File: config.mk
export PLATFORM = sky130hd
export DESIGN_NAME = two_level_process_grid_resolver
export DESIGN_NICKNAME = d
export VERILOG_FILES = /design/src/hdl/tlg_pkg.sv /design/src/hdl/tlg_divider.sv /design/src/hdl/tlg_sqrt.sv /design/src/hdl/tlg_datapath.sv /design/src/hdl/tlg_controller.sv /design/src/hdl/two_level_process_grid_resolver.sv
export VERILOG_INCLUDE_DIRS = /design/src /design/src/hdl
export SDC_FILE = /design/constraint.sdc
export NUM_CORES = 2
export LEC_CHECK = 0
export BUFFER_PORTS_ARGS = -buffer_cell sky130_fd_sc_hd__buf_4
export CAP_MARGIN = 0
export CELL_PAD_IN_SITES_DETAIL_PLACEMENT = 0
export CELL_PAD_IN_SITES_GLOBAL_PLACEMENT = 1
export CORE_UTILIZATION = 45
export DETAILED_ROUTE_END_ITERATION = 8
export HOLD_SLACK_MARGIN = 0.08
export PLACE_DENSITY_LB_ADDON = 0.1
export SYNTH_ARGS = -nofsm -noshare
export SYNTH_HDL_FRONTEND = slang
export SYNTH_SLANG_ARGS = --single-unit
export TNS_END_PERCENT = 10
File: constraint.sdc
create_clock -name i_clk -period 18.5 [get_ports i_clk]
set_input_delay 1.85 -clock i_clk [delete_from_list [all_inputs] [get_ports i_clk]]
set_output_delay 1.85 -clock i_clk [all_outputs]
set_load 0.03 [all_outputs]
File: src/hdl/two_level_process_grid_resolver_macros.svh
// assertion macros for the grid resolver
`ifndef TWO_LEVEL_PROCESS_GRID_RESOLVER_MACROS_SVH
`define TWO_LEVEL_PROCESS_GRID_RESOLVER_MACROS_SVH
`define TLG_ASSERT_IMPL(label, clk, rst_n, ante, cons) \
    label: assert property (@(posedge clk) disable iff (!rst_n) (ante) |-> (cons)) \
        else $error("assertion failed");
`define TLG_ASSERT_NEXT(label, clk, rst_n, ante, cons) \
    label: assert property (@(posedge clk) disable iff (!rst_n) (ante) |=> (cons)) \
        else $error("assertion failed");
`endif

File: src/hdl/tlg_pkg.sv
// types and constants for the grid resolver
package tlg_pkg;
    localparam logic [2:0] ST_OK        = 3'd0;
    localparam logic [2:0] ST_ZERO      = 3'd1;
    localparam logic [2:0] ST_OUTER_BIG = 3'd2;
    localparam logic [2:0] ST_PRODUCT   = 3'd3;
    localparam logic [2:0] ST_DIV_OUTER = 3'd4;
    localparam logic [2:0] ST_DIV_INNER = 3'd5;
    localparam logic [2:0] ST_TOO_MANY  = 3'd6;

    typedef enum logic [3:0] {
        S_IDLE, S_CHECK, S_MUL, S_DIV_START, S_DIV_WAIT, S_DIV_DONE,
        S_GCD_START, S_GCD_WAIT, S_SQ_START, S_SQ_WAIT, S_SQ_SQRT, S_SQ_SQRTW,
        S_FINISH, S_OUT
    } t_state;

    typedef enum logic [2:0] {
        K_NONE, K_OUTER, K_INNER, K_GCD, K_TRY, K_FINAL
    } t_div_kind;

    typedef struct packed {
        logic load;
        logic div_start;
        logic sqrt_start;
        logic [2:0] sel;
        logic mul;
        logic d_init;
        logic d_next;
        logic take_best;
        logic gcd_step;
        logic finish;
    } t_cmd;

    typedef struct packed {
        logic div_busy;
        logic sqrt_busy;
        logic rem_zero;
        logic b_zero;
        logic d_over;
        logic is_square;
        logic tot_zero;
        logic items_zero;
        logic ro_zero;
        logic ri_zero;
        logic ro_gt_items;
        logic items_ge_tot;
        logic fav;
        logic quot_gt_items;
        logic prod_eq;
    } t_stat;

    localparam logic [2:0] SEL_TOT_RO   = 3'd0;
    localparam logic [2:0] SEL_TOT_RI   = 3'd1;
    localparam logic [2:0] SEL_GCD      = 3'd2;
    localparam logic [2:0] SEL_G_D      = 3'd3;
    localparam logic [2:0] SEL_TOT_E    = 3'd4;
    localparam logic [2:0] SEL_TOT_O    = 3'd5;
    localparam logic [2:0] SEL_TOT_D    = 3'd6;
endpackage

File: src/hdl/tlg_divider.sv
// restoring divider, one quotient bit per cycle
module tlg_divider import tlg_pkg::*; #(
    parameter int W = 24
) (
    input  logic         i_clk,
    input  logic         i_rst_n,
    input  logic         i_start,
    input  logic [W-1:0] i_num,
    input  logic [W-1:0] i_den,
    output logic         o_busy,
    output logic [W-1:0] o_quot,
    output logic [W-1:0] o_rem
);
    localparam int CW = $clog2(W + 1);
    logic [CW-1:0] r_cnt;
    logic          r_busy;
    logic [W-1:0]  r_q, r_r, r_d;
    logic [W:0]    w_sh;
    logic [W:0]    w_sub;
    assign w_sh  = {r_r, r_q[W-1]};
    assign w_sub = w_sh - {1'b0, r_d};
    always_ff @(posedge i_clk) begin
        if (!i_rst_n) begin
            r_busy <= 1'b0;
            r_cnt  <= '0;
        end else if (i_start) begin
            r_busy <= 1'b1;
            r_cnt  <= CW'(W);
            r_q    <= i_num;
            r_r    <= '0;
            r_d    <= i_den;
        end else if (r_busy) begin
            if (!w_sub[W]) begin
                r_r <= w_sub[W-1:0];
                r_q <= {r_q[W-2:0], 1'b1};
            end else begin
                r_r <= w_sh[W-1:0];
                r_q <= {r_q[W-2:0], 1'b0};
            end
            r_cnt <= r_cnt - 1'b1;
            if (r_cnt == CW'(1)) r_busy <= 1'b0;
        end
    end
    assign o_busy = r_busy;
    assign o_quot = r_q;
    assign o_rem  = r_r;
endmodule

File: src/hdl/tlg_sqrt.sv
// integer square root, one result bit per cycle
module tlg_sqrt import tlg_pkg::*; #(
    parameter int W = 24
) (
    input  logic         i_clk,
    input  logic         i_rst_n,
    input  logic         i_start,
    input  logic [W-1:0] i_val,
    output logic         o_busy,
    output logic         o_square
);
    localparam int H  = (W + 1) / 2;
    localparam int EW = 2 * H;
    localparam int CW = $clog2(H + 1);
    logic [CW-1:0] r_cnt;
    logic          r_busy;
    logic [EW-1:0] r_v, r_res, r_bit;
    always_ff @(posedge i_clk) begin
        if (!i_rst_n) begin
            r_busy <= 1'b0;
            r_cnt  <= '0;
        end else if (i_start) begin
            r_busy <= 1'b1;
            r_cnt  <= CW'(H);
            r_v    <= EW'(i_val);
            r_res  <= '0;
            r_bit  <= EW'(1) << (EW - 2);
        end else if (r_busy) begin
            if (r_v >= r_res + r_bit) begin
                r_v   <= r_v - (r_res + r_bit);
                r_res <= (r_res >> 1) + r_bit;
            end else begin
                r_res <= r_res >> 1;
            end
            r_bit <= r_bit >> 2;
            r_cnt <= r_cnt - 1'b1;
            if (r_cnt == CW'(1)) r_busy <= 1'b0;
        end
    end
    assign o_busy   = r_busy;
    assign o_square = (r_v == '0);
endmodule

File: src/hdl/tlg_datapath.sv
// operand registers, shared divider and square root, result assembly
module tlg_datapath import tlg_pkg::*; #(
    parameter int W = 24
) (
    input  logic         i_clk,
    input  logic         i_rst_n,
    input  t_cmd         i_cmd,
    input  logic [2:0]   i_status,
    input  logic [W-1:0] i_req_outer,
    input  logic [W-1:0] i_req_inner,
    input  logic [W-1:0] i_total_workers,
    input  logic [W-1:0] i_outer_items,
    input  logic         i_favor_square,
    output t_stat        o_stat,
    output logic [W-1:0] o_outer_count,
    output logic [W-1:0] o_inner_count
);
    logic [W-1:0] r_ro, r_ri, r_tot, r_items, r_a, r_b, r_d, r_e, r_best;
    logic         r_fav, r_prod_eq;
    logic [W-1:0] r_oc, r_ic;
    logic [W-1:0] w_num, w_den, w_q, w_r, w_o;
    logic [2*W-1:0] w_dd;
    logic         w_dbusy, w_sbusy, w_sq;

    assign w_o  = (r_best != '0) ? r_best : r_a;
    assign w_dd = r_d * r_d;

    always_comb begin
        unique case (i_cmd.sel)
            SEL_TOT_RO: begin w_num = r_tot; w_den = r_ro;  end
            SEL_TOT_RI: begin w_num = r_tot; w_den = r_ri;  end
            SEL_GCD:    begin w_num = r_a;   w_den = r_b;   end
            SEL_G_D:    begin w_num = r_a;   w_den = r_d;   end
            SEL_TOT_E:  begin w_num = r_tot; w_den = r_e;   end
            SEL_TOT_D:  begin w_num = r_tot; w_den = r_d;   end
            default:    begin w_num = r_tot; w_den = w_o;   end
        endcase
    end

    tlg_divider #(.W(W)) u_div (
        .i_clk(i_clk), .i_rst_n(i_rst_n), .i_start(i_cmd.div_start),
        .i_num(w_num), .i_den(w_den), .o_busy(w_dbusy), .o_quot(w_q), .o_rem(w_r)
    );
    tlg_sqrt #(.W(W)) u_sqrt (
        .i_clk(i_clk), .i_rst_n(i_rst_n), .i_start(i_cmd.sqrt_start),
        .i_val(w_q), .o_busy(w_sbusy), .o_square(w_sq)
    );

    always_ff @(posedge i_clk) begin
        if (i_cmd.load) begin
            r_ro    <= i_req_outer;
            r_ri    <= i_req_inner;
            r_tot   <= i_total_workers;
            r_items <= i_outer_items;
            r_fav   <= i_favor_square;
            r_a     <= i_outer_items;
            r_b     <= i_total_workers;
            r_best  <= '0;
        end
        if (i_cmd.mul) r_prod_eq <= ((2*W)'(r_ro) * (2*W)'(r_ri)) == (2*W)'(r_tot);
        if (i_cmd.gcd_step) begin
            r_a <= r_b;
            r_b <= w_r;
        end
        if (i_cmd.d_init) r_d <= W'(1);
        if (i_cmd.d_next) r_d <= r_d + 1'b1;
        // quotient of g / d kept for the partner divisor
        if (i_cmd.sel == SEL_G_D && !w_dbusy && !i_cmd.div_start) r_e <= w_q;
        if (i_cmd.take_best) begin
            if (i_cmd.sel == SEL_TOT_E) begin
                if (r_e > r_best) r_best <= r_e;
            end else if (r_d > r_best) begin
                r_best <= r_d;
            end
        end
        if (i_cmd.finish) begin
            if (i_status != ST_OK) begin
                r_oc <= '0; r_ic <= '0;
            end else if (r_ro != '0 && r_ri != '0) begin
                r_oc <= r_ro; r_ic <= r_ri;
            end else if (r_ro != '0) begin
                r_oc <= r_ro; r_ic <= w_q;
            end else if (r_ri != '0) begin
                r_oc <= w_q; r_ic <= r_ri;
            end else if (r_items >= r_tot) begin
                r_oc <= r_tot; r_ic <= W'(1);
            end else begin
                r_oc <= w_o; r_ic <= w_q;
            end
        end
    end

    assign o_stat.div_busy      = w_dbusy;
    assign o_stat.sqrt_busy     = w_sbusy;
    assign o_stat.rem_zero      = (w_r == '0);
    assign o_stat.b_zero        = (r_b == '0);
    assign o_stat.d_over        = w_dd > (2*W)'(r_a);
    assign o_stat.is_square     = w_sq;
    assign o_stat.tot_zero      = (r_tot == '0);
    assign o_stat.items_zero    = (r_items == '0);
    assign o_stat.ro_zero       = (r_ro == '0);
    assign o_stat.ri_zero       = (r_ri == '0);
    assign o_stat.ro_gt_items   = (r_ro > r_items);
    assign o_stat.items_ge_tot  = (r_items >= r_tot);
    assign o_stat.fav           = r_fav;
    assign o_stat.quot_gt_items = (w_q > r_items);
    assign o_stat.prod_eq       = r_prod_eq;
    assign o_outer_count = r_oc;
    assign o_inner_count = r_ic;
endmodule

File: src/hdl/tlg_controller.sv
// sequencer for the checks, gcd and square divisor search
module tlg_controller import tlg_pkg::*; (
    input  logic       i_clk,
    input  logic       i_rst_n,
    input  logic       i_valid,
    input  logic       i_out_stall,
    input  t_stat      i_stat,
    output logic       o_stall,
    output logic       o_valid,
    output t_cmd       o_cmd,
    output logic [2:0] o_status
);
    `include "two_level_process_grid_resolver_macros.svh"
    t_state    r_state, n_state;
    t_div_kind r_kind, n_kind;
    logic [2:0] r_st, n_st;
    logic      r_phase, n_phase;
    logic      w_done;

    assign w_done = !i_stat.div_busy;

    always_ff @(posedge i_clk) begin
        if (!i_rst_n) begin
            r_state <= S_IDLE;
            r_kind  <= K_NONE;
            r_st    <= ST_OK;
            r_phase <= 1'b0;
        end else begin
            r_state <= n_state;
            r_kind  <= n_kind;
            r_st    <= n_st;
            r_phase <= n_phase;
        end
    end

    always_comb begin
        n_state = r_state;
        n_kind  = r_kind;
        n_st    = r_st;
        n_phase = r_phase;
        o_cmd   = '0;
        o_cmd.sel = SEL_TOT_RO;
        o_stall = (r_state != S_IDLE);
        o_valid = (r_state == S_OUT);
        unique case (r_state)
            S_IDLE: begin
                if (i_valid) begin
                    o_cmd.load = 1'b1;
                    n_st = ST_OK;
                    n_state = S_CHECK;
                end
            end
            S_CHECK: begin
                o_cmd.mul = 1'b1;
                priority if (i_stat.tot_zero || i_stat.items_zero) begin
                    n_st = ST_ZERO; n_state = S_FINISH;
                end else if (!i_stat.ro_zero && i_stat.ro_gt_items) begin
                    n_st = ST_OUTER_BIG; n_state = S_FINISH;
                end else if (!i_stat.ro_zero && !i_stat.ri_zero) begin
                    n_state = S_MUL;
                end else if (!i_stat.ro_zero) begin
                    n_kind = K_OUTER; n_state = S_DIV_START;
                end else if (!i_stat.ri_zero) begin
                    n_kind = K_INNER; n_state = S_DIV_START;
                end else if (i_stat.items_ge_tot) begin
                    n_state = S_FINISH;
                end else begin
                    n_kind = K_GCD; n_state = S_GCD_START;
                end
            end
            S_MUL: begin
                if (!i_stat.prod_eq) n_st = ST_PRODUCT;
                n_state = S_FINISH;
            end
            S_DIV_START: begin
                o_cmd.div_start = 1'b1;
                unique case (r_kind)
                    K_OUTER: o_cmd.sel = SEL_TOT_RO;
                    K_INNER: o_cmd.sel = SEL_TOT_RI;
                    default: o_cmd.sel = SEL_TOT_O;
                endcase
                n_state = S_DIV_WAIT;
            end
            S_DIV_WAIT: begin
                if (w_done) n_state = S_DIV_DONE;
            end
            S_DIV_DONE: begin
                priority if (r_kind == K_OUTER && !i_stat.rem_zero) n_st = ST_DIV_OUTER;
                else if (r_kind == K_INNER && !i_stat.rem_zero) n_st = ST_DIV_INNER;
                else if (r_kind == K_INNER && i_stat.quot_gt_items) n_st = ST_TOO_MANY;
                else n_st = ST_OK;
                o_cmd.finish = 1'b1;
                n_state = S_OUT;
            end
            S_GCD_START: begin
                o_cmd.sel = SEL_GCD;
                if (i_stat.b_zero) begin
                    o_cmd.d_init = 1'b1;
                    n_state = i_stat.fav ? S_SQ_START : S_DIV_START;
                    n_kind = i_stat.fav ? K_TRY : K_FINAL;
                    n_phase = 1'b0;
                end else begin
                    o_cmd.div_start = 1'b1;
                    n_state = S_GCD_WAIT;
                end
            end
            S_GCD_WAIT: begin
                o_cmd.sel = SEL_GCD;
                if (w_done) begin
                    o_cmd.gcd_step = 1'b1;
                    n_state = S_GCD_START;
                end
            end
            S_SQ_START: begin
                if (i_stat.d_over) begin
                    n_kind = K_FINAL; n_state = S_DIV_START;
                end else begin
                    o_cmd.sel = SEL_G_D;
                    o_cmd.div_start = 1'b1;
                    n_phase = 1'b0;
                    n_state = S_SQ_WAIT;
                end
            end
            S_SQ_WAIT: begin
                o_cmd.sel = r_phase ? SEL_TOT_D : SEL_G_D;
                if (w_done) begin
                    if (!r_phase && !i_stat.rem_zero) begin
                        o_cmd.d_next = 1'b1;
                        n_state = S_SQ_START;
                    end else begin
                        n_state = S_SQ_SQRT;
                    end
                end
            end
            S_SQ_SQRT: begin
                // phase 0: e captured, divide tot by e; then tot by d
                o_cmd.sel = r_phase ? SEL_TOT_D : SEL_TOT_E;
                o_cmd.div_start = 1'b1;
                n_state = S_SQ_SQRTW;
            end
            S_SQ_SQRTW: begin
                o_cmd.sel = r_phase ? SEL_TOT_D : SEL_TOT_E;
                if (w_done && !i_stat.sqrt_busy) begin
                    if (!r_kind[0]) begin
                        o_cmd.sqrt_start = 1'b1;
                        n_kind = K_FINAL;
                    end else begin
                        o_cmd.take_best = i_stat.is_square;
                        n_kind = K_TRY;
                        if (r_phase) begin
                            o_cmd.d_next = 1'b1;
                            n_state = S_SQ_START;
                        end else begin
                            n_phase = 1'b1;
                            n_state = S_SQ_SQRT;
                        end
                    end
                end
            end
            S_FINISH: begin
                o_cmd.finish = 1'b1;
                n_state = S_OUT;
            end
            S_OUT: begin
                if (!i_out_stall) n_state = S_IDLE;
            end
            default: n_state = S_IDLE;
        endcase
    end
    assign o_status = (r_state == S_DIV_DONE) ? n_st : r_st;

    `TLG_ASSERT_IMPL(a_out_only_in_out, i_clk, i_rst_n, o_valid, r_state == S_OUT)
    `TLG_ASSERT_NEXT(a_load_leaves_idle, i_clk, i_rst_n, r_state == S_IDLE && i_valid,
        r_state == S_CHECK)
    `TLG_ASSERT_NEXT(a_out_holds, i_clk, i_rst_n, o_valid && i_out_stall, o_valid)
endmodule

File: src/hdl/two_level_process_grid_resolver.sv
// Splits a worker count into outer groups times inner workers, one request at a
// time. The time to a result is data dependent: zero and outer-size errors and
// requests with both sizes given finish without the divider; a request with one
// size given takes one pass of the W-step shared divider; automatic requests
// add one divider pass per Euclid step of the gcd and, with the square
// preference, up to three divider passes and two square root passes per
// candidate divisor up to sqrt(g).
module two_level_process_grid_resolver import tlg_pkg::*; #(
    parameter int COUNT_WIDTH = 24
) (
    input  logic                   i_clk,
    input  logic                   i_rst_n,
    input  logic                   i_valid,
    output logic                   o_stall,
    input  logic [COUNT_WIDTH-1:0] i_req_outer,
    input  logic [COUNT_WIDTH-1:0] i_req_inner,
    input  logic [COUNT_WIDTH-1:0] i_total_workers,
    input  logic [COUNT_WIDTH-1:0] i_outer_items,
    input  logic                   i_favor_square,
    output logic                   o_valid,
    input  logic                   i_stall,
    output logic [COUNT_WIDTH-1:0] o_outer_count,
    output logic [COUNT_WIDTH-1:0] o_inner_count,
    output logic [2:0]             o_status
);
    t_cmd       w_cmd;
    t_stat      w_stat;
    logic [2:0] w_st;
    logic [2:0] r_status;

    tlg_controller u_ctrl (
        .i_clk(i_clk), .i_rst_n(i_rst_n), .i_valid(i_valid), .i_out_stall(i_stall),
        .i_stat(w_stat), .o_stall(o_stall), .o_valid(o_valid), .o_cmd(w_cmd),
        .o_status(w_st)
    );
    tlg_datapath #(.W(COUNT_WIDTH)) u_dp (
        .i_clk(i_clk), .i_rst_n(i_rst_n), .i_cmd(w_cmd), .i_status(w_st),
        .i_req_outer(i_req_outer), .i_req_inner(i_req_inner),
        .i_total_workers(i_total_workers), .i_outer_items(i_outer_items),
        .i_favor_square(i_favor_square), .o_stat(w_stat),
        .o_outer_count(o_outer_count), .o_inner_count(o_inner_count)
    );
    always_ff @(posedge i_clk) begin
        if (w_cmd.finish) r_status <= w_st;
    end
    assign o_status = r_status;
endmodule

==> summary.txt <==
Outcome
  – Outcome: finished, final reports clean

Timing
  – Tcrit/Tclk final: just over 60%
  – Worst clock skew: 0.04436 ns
  – Slew HR: 18.86%
  – Final Hold Viols: 0
  – RSZ-0062 raised after global routing: false
  – Setup TNS Final: 0 ns
  – Final Max Slew Viols: 0
  – Final Setup Violations: 0
  – Peak Freq: 88.43 MHz
  – Min cycle time layout: between 10 and 15 ns
  – Slew @ Worst Pin: 1.217 ns

Die
  – Core area: 139900 µm²
  – Initial Util: 45.43%
  – I/O Pins: around 150
  – Die W: 377.8 µm
  – Standard-cell rows: 137
  – Die Ht: 377.8 µm
  – Die area: 142700 µm²

Clock tree
  – CTS max path bufs: 3
  – Skew-Pair Late Insertion Delay: roughly 0.67 ns
  – Root Buffer: clkbuf_16
  – TritonCTS clock tree: yes
  – Clock slew at reported path FFs: 0.06 ns
  – CTS resizes: 0
  – CTS Buf Count: 53
  – Setup Fix Bufs, Post-CTS: 0
  – Htree depth: 2
  – Number of hold buffers added after cts: 0
  – CTS sink cnt: 423

Placed design
  – Placer Congestion: 0.9461
  – Hpwl dp: ~170000 µm
  – I/O Buffers: 153

Synthesis
  – Post-Syn Area: 63550 µm²
  – Synth area leader: fa_1
  – Gate Count Post-Synth: 6703
  – Mean Syn Cell Area: 9.481 µm²
  – EDFF count, synth: 377
  – Most used DFF post-synth: edfxtp_1
  – Seq/Total Area, Yosys: between 10% and 20%
  – #FFs+latches synth: approximately 420
  – Synth cell types: 100
  – Yosys top cell area share: 28.60%
  – Most area-consuming cells after synthesis: fa_1, edfxtp_1, ha_1
  – Warnings, synthesis: 0
  – Mapped Nets: slightly above 8000
  – Async SR Flop Fraction: 0%

Worst setup path
  – Reg2reg path depth: 35
  – R2r setup slk: 7.19 ns
  – R2r endpoint: u_dp.u_div.o_quot[0]
  – Crit path launch type: flop
  – R2r startpoint: u_dp.r_d[2]
  – CP Data Arrival Time: 11.60 ns
  – Max incr delay on CP: 0.70 ns
  – CP Launch Point: u_dp.r_d[2]
  – Worst Path Max Fanout: 50
  – Worst path slowest cell: edfxtp_1
  – Req. time, crit path: 18.79 ns
  – Most frequent cell on the critical path: fa_1
  – Crit end category: flop
  – Critical Setup Path Class: reg -> reg
  – Worst setup path end: u_dp.u_div.o_quot[0]

Drt
  – Via count: 48290
  – DR DRC count: 0
  – 1st-iter DRT viols: 3546
  – Final WL: between 200000 and 250000 µm
  – Via density: 5.568
  – Pre-antenna DRT Iters: 5
  – Post-route ant nets: 0
  – WL/cell: about 25 µm

Layout
  – Layout cells sized above 1: 7.908%
  – Most frequent cells in the layout: inv_1, fa_1, and2_1
  – Area Overhead vs Synth: 7.974%
  – Final nets: 8328
  – Commonest non-fill, non-tap cell in the layout: inv_1

Global route
  – Number of global-route vias before repair: 50480
  – Global route overflow: 0
  – Largest net degree at the start of global routing: 63
  – Initial antenna violation count: 11
  – First-pass GRT wire length: 322900 µm
  – GR Util All Layers: approximately 31%

Flow run
  – Max-cap violations: 0

Hold path
  – Hold Path Class: reg -> reg
[metrics by stage]
stage	instance area, µm²	instances	hold WS, ns	util, %	setup slack, ns
2_1_floorplan	63550	6703	0.4543	-	8.213
3_3_place_gp	66890	8567	0.4711	47.82	7.267
3_5_place_dp	66890	8567	0.4804	47.82	7.169
4_1_cts	68600	8667	0.4862	49.05	7.088
5_1_grt	68600	8667	0.5462	49.05	6.523
6_report	68620	8673	0.4844	49.06	7.192
[worst min path at each step]
stage / start / cells past startpoint / slack [ns] / end
after floorplan: u_ctrl.r_st[2] / 2 / 0.45 / u_ctrl.r_st[2]
after global placement: u_ctrl.r_st[2] / 2 / 0.47 / u_ctrl.r_st[2]
after detailed placement: u_ctrl.r_st[2] / 2 / 0.48 / u_ctrl.r_st[2]
after CTS: u_ctrl.r_st[2] / 2 / 0.49 / u_ctrl.r_st[2]
after global routing: u_ctrl.r_st[2] / 2 / 0.55 / u_ctrl.r_st[2]
final: u_ctrl.r_st[2] / 2 / 0.48 / u_ctrl.r_st[2]
[layer usage]
metal	part of all wire (%)	global-route usage [%]	wire length, µm
met1	40	37.76	85740
met2	50	53.99	107400
met3	5.5	3.346	11770
met4	4.7	12.97	10030
met5	0.024	0	51
[kinds of logic after synthesis]
group,count (synthesis),synth area share (%)
fa+ha+maj,1481,39.89
buf+inv,1591,9.537
simple gates,1959,16.08
flops,423,19.26
compound gates,885,9.716
xor+xnor,190,2.630
mux,174,2.888
[synth_stat cells (99+ instances only)]
master and count:
a21oi_1 226, edfxtp_1 377, clkbuf_1 257, nand2_1 471
a21o_1 112, fa_1 908, mux2i_1 99, ha_1 573
and2_1 710, xnor2_1 119, o21ai_0 138, nor2_1 322
inv_1 1299
[critical path: cells and delay by family, from the launching register on]
family	cells	cell delay (ns)
AND/OR/NAND/NOR	2	0.51
flip-flops	1	0.70
XOR/XNOR	1	0.21
adder cells (fa/ha/maj)	9	3.84
AO/OA/AOI/OAI	16	3.82
buffers and inverters	7	1.71
[final cells by class]
cell class,count,area [µm²]
flip-flops and latches,423,12240
multi-input cells,4689,45350
clock inverters,41,360.3
repair buffers,274,2057
diodes,6,15.01
inverters,1305,4901
fillers,13440,71260
clock buffers,59,1349
well taps,1876,2347
Power is not shown: default switching activity piles up to over one toggle a cycle in this logic, so the estimate is an artifact.
